File: config.mk
export PLATFORM = sky130hd
export DESIGN_NAME = movem_register_list_sequencer_top_flat
export DESIGN_NICKNAME = d
export VERILOG_FILES = /design/src/sv/mrls_pkg.sv /design/src/sv/mrls_if.sv /design/src/sv/movem_register_list_sequencer_top.sv /design/src/flat_wrapper.sv
export SDC_FILE = /design/constraint.sdc
export NUM_CORES = 1
export LEC_CHECK = 0
export BUFFER_PORTS_ARGS = -buffer_cell sky130_fd_sc_hd__buf_2
export CORE_UTILIZATION = 50
export CTS_CLUSTER_DIAMETER = 100
export DETAILED_ROUTE_END_ITERATION = 6
export PLACE_DENSITY = 0.72
export SLEW_MARGIN = 20
export SYNTH_ARGS = -nofsm -noshare
export SYNTH_HDL_FRONTEND = slang
export SYNTH_SLANG_ARGS = --single-unit
File: constraint.sdc
create_clock -name clock -period 7.9 [get_ports clock]
set_input_delay 0.395 -clock clock [delete_from_list [all_inputs] [get_ports clock]]
set_output_delay 0.395 -clock clock [all_outputs]
set_load 0.02 [all_outputs]
File: src/sv/mrls_pkg.sv
// shared types, codes and helpers for the movem register list sequencer
// no dependencies; used by the interfaces and the top level
package mrls_pkg;

   localparam int NUM_REGS = 16;
   localparam int REG_IDX_W = $clog2(NUM_REGS);

   localparam logic       FUNC_STORE   = 1'b0;
   localparam logic       FUNC_LOAD    = 1'b1;
   localparam logic [1:0] MODE_CONTROL = 2'd0;
   localparam logic [1:0] MODE_PREDEC  = 2'd1;
   localparam logic [1:0] MODE_POSTINC = 2'd2;
   localparam logic [31:0] SIZE_WORD   = 32'd2;
   localparam logic [31:0] SIZE_LONG   = 32'd4;

   typedef enum logic [1:0] {
      ST_IDLE,
      ST_RUN,
      ST_EMPTY
   } state_type;

   typedef struct packed {
      logic        func;
      logic        long_size;
      logic [1:0]  addr_mode;
      logic [15:0] reg_mask;
      logic [31:0] start_address;
      logic [2:0]  base_register;
   } req_payload_type;

   typedef struct packed {
      logic [31:0] access_address;
      logic [3:0]  register_index;
      logic        is_write;
      logic        sign_extend;
      logic        no_access;
      logic        writeback_enable;
      logic [2:0]  writeback_register;
      logic [31:0] writeback_address;
      logic        last;
   } rsp_payload_type;

   // index of the lowest set bit, zero when the mask is empty
   function automatic logic [REG_IDX_W-1:0] lowest_index(input logic [NUM_REGS-1:0] mask);
      logic [NUM_REGS-1:0]  onehot;
      logic [REG_IDX_W-1:0] idx;
      onehot = mask & (~mask + NUM_REGS'(1));
      idx = '0;
      for (int i = 0; i < NUM_REGS; i++) begin
         if (onehot[i]) begin
            idx = idx | REG_IDX_W'(i);
         end
      end
      return idx;
   endfunction

endpackage

File: src/sv/mrls_if.sv
// valid/ready channels for requests and responses of the movem sequencer
// depends on mrls_pkg for the payload types
interface mrls_req_if;
   import mrls_pkg::*;
   logic            valid;
   logic            ready;
   req_payload_type data;
   modport source (output valid, output data, input ready);
   modport sink (input valid, input data, output ready);
endinterface

interface mrls_rsp_if;
   import mrls_pkg::*;
   logic            valid;
   logic            ready;
   rsp_payload_type data;
   modport source (output valid, output data, input ready);
   modport sink (input valid, input data, output ready);
endinterface

File: src/sv/movem_register_list_sequencer_top.sv
// Movem register list sequencer. A request is taken only while the block is idle; it
// then produces one bus access per set mask bit, lowest mask bit first (a single
// no-access response for an empty mask), one result per cycle as long as the response
// side takes them. The pace is set by the single 32-bit address adder, which steps the
// running address once per result. Results pass through an output register, so the last
// response of one request may still be waiting while the next request is accepted.
// depends on mrls_pkg and the channel interfaces in mrls_if.sv
module movem_register_list_sequencer_top (
   input  logic            clock,
   input  logic            reset,
   mrls_req_if.sink        req_ch,
   mrls_rsp_if.source      rsp_ch
);
   import mrls_pkg::*;

   state_type            state_ff, state_in;
   logic [NUM_REGS-1:0]  mask_ff, mask_in;
   logic [31:0]          cur_ff, cur_in;
   logic                 func_ff, func_in;
   logic                 long_ff, long_in;
   logic                 predec_ff, predec_in;
   logic                 wb_ff, wb_in;
   logic [2:0]           base_ff, base_in;
   logic                 rsp_valid_ff, rsp_valid_in;
   rsp_payload_type      rsp_data_ff, rsp_data_in;

   logic                 accept;
   logic                 step;
   logic                 req_predec;
   logic                 req_postinc;
   logic [31:0]          op_a;
   logic [31:0]          op_size;
   logic                 subtract;
   logic [31:0]          sum;
   logic [NUM_REGS-1:0]  mask_rest;
   logic [REG_IDX_W-1:0] bit_idx;

   assign req_ch.ready = (state_ff == ST_IDLE);
   assign accept       = req_ch.valid && req_ch.ready;
   assign step         = !rsp_valid_ff || rsp_ch.ready;
   assign rsp_ch.valid = rsp_valid_ff;
   assign rsp_ch.data  = rsp_data_ff;

   assign req_predec  = (req_ch.data.addr_mode == MODE_PREDEC) &&
                        (req_ch.data.func == FUNC_STORE);
   assign req_postinc = (req_ch.data.addr_mode == MODE_POSTINC) &&
                        (req_ch.data.func == FUNC_LOAD);

   // shared address adder: preloads ea + size for predecrement, then steps per access
   always_comb begin
      if (state_ff == ST_IDLE) begin
         op_a     = req_ch.data.start_address;
         op_size  = req_ch.data.long_size ? SIZE_LONG : SIZE_WORD;
         subtract = 1'b0;
      end else begin
         op_a     = cur_ff;
         op_size  = long_ff ? SIZE_LONG : SIZE_WORD;
         subtract = predec_ff;
      end
      sum = subtract ? (op_a - op_size) : (op_a + op_size);
   end

   assign bit_idx   = lowest_index(mask_ff);
   assign mask_rest = mask_ff & (mask_ff - NUM_REGS'(1));

   // next state
   always_comb begin
      state_in = state_ff;
      unique case (state_ff)
         ST_IDLE: begin
            if (accept) begin
               state_in = (req_ch.data.reg_mask == '0) ? ST_EMPTY : ST_RUN;
            end
         end
         ST_RUN: begin
            if (step && (mask_rest == '0)) begin
               state_in = ST_IDLE;
            end
         end
         ST_EMPTY: begin
            if (step) begin
               state_in = ST_IDLE;
            end
         end
         default: state_in = ST_IDLE;
      endcase
   end

   // datapath and outputs
   always_comb begin
      mask_in      = mask_ff;
      cur_in       = cur_ff;
      func_in      = func_ff;
      long_in      = long_ff;
      predec_in    = predec_ff;
      wb_in        = wb_ff;
      base_in      = base_ff;
      rsp_valid_in = rsp_valid_ff && !rsp_ch.ready;
      rsp_data_in  = rsp_data_ff;
      unique case (state_ff)
         ST_IDLE: begin
            if (accept) begin
               mask_in   = req_ch.data.reg_mask;
               cur_in    = req_predec ? sum : req_ch.data.start_address;
               func_in   = req_ch.data.func;
               long_in   = req_ch.data.long_size;
               predec_in = req_predec;
               wb_in     = req_predec || req_postinc;
               base_in   = req_ch.data.base_register;
            end
         end
         ST_RUN: begin
            if (step) begin
               mask_in      = mask_rest;
               cur_in       = sum;
               rsp_valid_in = 1'b1;
               rsp_data_in.access_address     = predec_ff ? sum : cur_ff;
               rsp_data_in.register_index     = predec_ff ? ~bit_idx : bit_idx;
               rsp_data_in.is_write           = (func_ff == FUNC_STORE);
               rsp_data_in.sign_extend        = (func_ff == FUNC_LOAD) && !long_ff;
               rsp_data_in.no_access          = 1'b0;
               rsp_data_in.last               = (mask_rest == '0);
               rsp_data_in.writeback_enable   = wb_ff && (mask_rest == '0);
               rsp_data_in.writeback_register = (wb_ff && (mask_rest == '0)) ? base_ff : 3'd0;
               rsp_data_in.writeback_address  = (wb_ff && (mask_rest == '0)) ? sum : 32'd0;
            end
         end
         ST_EMPTY: begin
            if (step) begin
               rsp_valid_in = 1'b1;
               rsp_data_in.access_address     = 32'd0;
               rsp_data_in.register_index     = '0;
               rsp_data_in.is_write           = 1'b0;
               rsp_data_in.sign_extend        = 1'b0;
               rsp_data_in.no_access          = 1'b1;
               rsp_data_in.last               = 1'b1;
               rsp_data_in.writeback_enable   = wb_ff;
               rsp_data_in.writeback_register = wb_ff ? base_ff : 3'd0;
               rsp_data_in.writeback_address  = wb_ff ? cur_ff : 32'd0;
            end
         end
         default: begin
            rsp_valid_in = 1'b0;
         end
      endcase
   end

   always_ff @(posedge clock) begin
      if (reset) begin
         state_ff     <= ST_IDLE;
         rsp_valid_ff <= 1'b0;
         mask_ff      <= '0;
         cur_ff       <= '0;
      end else begin
         state_ff     <= state_in;
         rsp_valid_ff <= rsp_valid_in;
         mask_ff      <= mask_in;
         cur_ff       <= cur_in;
      end
   end

   always_ff @(posedge clock) begin
      func_ff     <= func_in;
      long_ff     <= long_in;
      predec_ff   <= predec_in;
      wb_ff       <= wb_in;
      base_ff     <= base_in;
      rsp_data_ff <= rsp_data_in;
   end

   a_empty_is_last: assert property (@(posedge clock) disable iff (reset)
      (rsp_ch.valid && rsp_ch.data.no_access) |-> rsp_ch.data.last)
      else $error("empty-mask response not marked last");

   a_busy_after_accept: assert property (@(posedge clock) disable iff (reset)
      (req_ch.valid && req_ch.ready) |=> !req_ch.ready)
      else $error("request accepted while a move is still being sequenced");

   a_mid_list_running: assert property (@(posedge clock) disable iff (reset)
      (rsp_ch.valid && !rsp_ch.data.last) |-> (state_ff == ST_RUN))
      else $error("non-final response while sequencer not running");

   a_wb_only_last: assert property (@(posedge clock) disable iff (reset)
      (rsp_ch.valid && rsp_ch.data.writeback_enable) |-> rsp_ch.data.last)
      else $error("writeback on a non-final response");

endmodule

File: src/flat_wrapper.sv
// flat-port wrapper written by rule: the top's interface ports become plain ports
module movem_register_list_sequencer_top_flat import mrls_pkg::*;
  (clock, reset, req_ch_valid, req_ch_data, req_ch_ready, rsp_ch_valid, rsp_ch_data, rsp_ch_ready);
  mrls_req_if req_ch_i ();
  mrls_rsp_if rsp_ch_i ();
  input  logic clock;
  input  logic reset;
  input wire logic [$bits(req_ch_i.valid)-1:0] req_ch_valid;
  input wire logic [$bits(req_ch_i.data)-1:0] req_ch_data;
  output wire logic [$bits(req_ch_i.ready)-1:0] req_ch_ready;
  output wire logic [$bits(rsp_ch_i.valid)-1:0] rsp_ch_valid;
  output wire logic [$bits(rsp_ch_i.data)-1:0] rsp_ch_data;
  input wire logic [$bits(rsp_ch_i.ready)-1:0] rsp_ch_ready;
  assign req_ch_i.valid = req_ch_valid;
  assign req_ch_i.data = req_ch_data;
  assign req_ch_ready = req_ch_i.ready;
  assign rsp_ch_valid = rsp_ch_i.valid;
  assign rsp_ch_data = rsp_ch_i.data;
  assign rsp_ch_i.ready = rsp_ch_ready;
  movem_register_list_sequencer_top u_core (.clock(clock), .reset(reset), .req_ch(req_ch_i), .rsp_ch(rsp_ch_i));
endmodule
==> impl_metrics.py <==
metrics = {
    "die": {
        "chipHeight_um": 133,
        "core_area_um2": 16600,
        "rows": 47,
        "initial_core_util_pct": 51.2,
        "die_width_um": 133,
        "die_area_um2": 17600,
        "pin_count": 137,
    },
    "timing": {
        "rsz0062_at_grt": "false",
        "tightest_slew_ps": 1060,
        "hold_slack_ps": 141,
        "tns_ps": 0,
        "setup_viol": 0,
        "finalHoldViolations": 0,
        "fmax_mhz": 219,
        "period_needed_ps": 4560,
        "slew_headroom_pct": 29.3,
        "fin_crit_sh_pct": 57.7,
        "finClkSkew_ps": 10.1,
        "final_max_slew_viol_count": 0,
    },
    "placed_design": {
        "dp_hpwl_um": 15400,
        "port_buffers": 136,
        "dp_cells": 1264,
        "gp_congestion": 0.938,
        "place_area_um2": 9290,
    },
    "synth": {
        "synth_cells": 961,
        "syn_nets": 1048,
        "syn_area_um2": 8520,
        "yosysSeqAreaShare_pct": 41.2,
        "synth_area_per_cell_um2": 8.87,
        "synthTopCellsByArea": "edfxtp_1, dfxtp_1, o21ai_0",
        "synth_top_area_share_pct": 29.2,
        "synth_edf_count": 83,
        "synth-async-reset-ratio_pct": 0,
        "synth_ff_type": "edfxtp_1",
        "yosysWarnings": 0,
        "synth_top_area_cell": "edfxtp_1",
        "synth-seq-cells": 134,
        "synth.distinct_cells": 75,
    },
    "clock_network": {
        "clk_pin_slew_worst_paths_ps": 60,
        "cts.sinks": 134,
        "cts_buffers": 17,
        "cts_max_level": 4,
        "cts_tree": "built",
        "clk_latency_ps": 430,
        "postCtsSetupRepairBufs": 0,
        "ctsResizeCount": 0,
        "hold_buffers": 0,
        "root_buffer": "clkbuf_16",
        "clk_path_buf_depth": 2,
    },
    "grt": {
        "met2_usage_pct": 40.7,
        "grt_use_total_pct": 25.9,
        "grt_pass1_vias": 7199,
        "grt.overflow.total": 0,
        "grt_pass1_wl_um": 36100,
        "antenna_found_initial": 1,
        "grt_util_met3_pct": 5.56,
        "grt_start_max_net_pins": 83,
        "gr-max-usage-layer": "met2",
        "grtUsageMet1_pct": 34.4,
    },
    "flow_run": {
        "drv_cap": 0,
    },
    "setup_path": {
        "start_kind": "flip-flop",
        "worstPathRequired_ps": 8040,
        "r2r-end": "u_core.rsp_ch.data[67]",
        "cp-startpoint": "u_core.predec_ff",
        "reg2reg_depth": 12,
        "r2r-start": "u_core.predec_ff",
        "reg2reg_slack_ps": 3340,
        "worstSetupEndpointType": "flip-flop",
        "crit_fanout": 54,
        "crit_path_end": "u_core.rsp_ch.data[67]",
        "path_class": "reg2reg",
        "arrival_ps": 4700,
    },
    "run_status": {
        "status": "completed",
    },
    "routing": {
        "drtIter0Drc": 688,
        "drt-pass1-iter-count": 5,
        "routed_via_density": 6.00,
        "drc": 0,
        "ant_nets": 0,
        "wl_per_cell_um": 17.3,
        "wl_um": 22500,
        "via_count": 7787,
    },
    "cells_and_area": {
        "utilization_pct": 59.8,
        "fin_area_um2": 9950,
        "nFillCells": 1470,
        "layout_common_cells": "buf_2, nor2_1, nand2_1",
        "final_common_cell": "buf_2",
        "drive_above_1_share_pct": 19.8,
        "register_area_um2": 3510,
        "nets": 1150,
        "fin_cells": 1297,
        "multi_input_area_um2": 4690,
        "area_growth_syn_to_layout_pct": 16.8,
    },
    "power": {
        "power.density_nw_per_um2": 436,
        "leakage_nw": 4.05,
        "ir_drop_uv": 246,
    },
    "worst_hold_path": {
        "hp-class": "in2reg",
    },
}
## state kept, by name (all words and copies together) (netlist names)
| signal | cells |
|---|---|
| u_core.rsp_ch.data | 76 |
| u_core.cur_ff | 32 |
| u_core.mask_ff | 16 |
| u_core.base_ff | 3 |
| u_core.state_ff | 2 |
| u_core.func_ff | 1 |
| u_core.long_ff | 1 |
| u_core.predec_ff | 1 |
| u_core.rsp_ch.valid | 1 |
| u_core.wb_ff | 1 |
## kinds of logic after synthesis
| kind of cell | synth area share [%] |
|---|---|
| DFF | 41.2 |
| AOI/OAI and AO/OA | 23.2 |
| adders and majority gates | 5.05 |
| xor gates and xnor gates | 3.79 |
| muxes | 4.07 |
| buffers and inverters | 4.01 |
| and+or+nand+nor | 18.7 |
## stage by stage
| stage | power (mW) | worst slack, ps |
|---|---|---|
| finish | 4.34 | 3340 |
| global route | 4.64 | 2980 |
| CTS | 4.33 | 3380 |
| detailed placement | 3.44 | 3400 |
| global placement | 3.41 | 3520 |
| floorplan | 2.90 | 3280 |
## worst max-delay path, stage by stage (launching register included)
cell	delay, ps
edfxtp_1	360
buf_4	360
nand2b_4	190
clkinv_1	720
ha_1	590
or3_1	360
o22ai_1	270
o211ai_1	140
nand2_1	270
o41a_1	370
o21ai_0	180
xnor2_1	290
o22ai_1	140
## layer usage
layer | up-vias | wire, um
met1 | 3637 | 10000
li1 | 3784 | -
met5 | - | 0
met4 | 0 | 583
met2 | 322 | 10300
met3 | 44 | 1640
## how the worst min path moves through the flow
stage               slack (ps)         startpoint                     end  depth (start not counted)
CTS                        130     req_ch_data[0]       u_core.base_ff[0]                          1
detailed placement         510  u_core.base_ff[0]  u_core.rsp_ch.data[33]                          1
floorplan                  470   u_core.cur_ff[0]        u_core.cur_ff[0]                          2
finish                     140     req_ch_data[0]       u_core.base_ff[0]                          1
global placement           500   u_core.cur_ff[0]        u_core.cur_ff[0]                          2
global route               120     req_ch_data[1]       u_core.base_ff[1]                          1
## power by group
part / total, mW / switching, mW / internal, mW / leakage, nW
clock: 0.877 / 0.316 / 0.561 / 0.313
combinational: 2.22 / 1.44 / 0.779 / 2.52
sequential: 1.25 / 0.157 / 1.09 / 1.22
total: 4.34 / 1.91 / 2.43 / 4.05
## cell usage after synthesis, drive strengths merged, types with 4 or more instances
library cell	count
a211oi	18
a21o	13
a21oi	73
a22o	8
a22oi	15
a31oi	19
and2	9
and3	16
buf	22
clkbuf	38
dfxtp	51
edfxtp	83
ha	28
inv	20
maj3	8
mux2	21
mux2i	11
nand2	92
nand2b	20
nand3	25
nand4	8
nor2	95
nor2b	6
nor3	18
nor4	9
o211ai	15
o21a	5
o21ai	94
o21bai	5
o221ai	4
o22ai	13
or2	4
or3	9
xnor2	19
xor2	17
## layout make-up
cell class | instances | share of cell area [%]
multi-input cells | 744 | 47.1
flip-flops and latches | 134 | 35.3
repair buffers | 143 | 7.37
clock buffers | 17 | 4.27
well taps | 220 | 2.77
clock inverters | 15 | 2.29
inverters | 23 | 0.867
diodes | 1 | 0.0251
No activity file was read; power rests on OpenSTA's default activity.
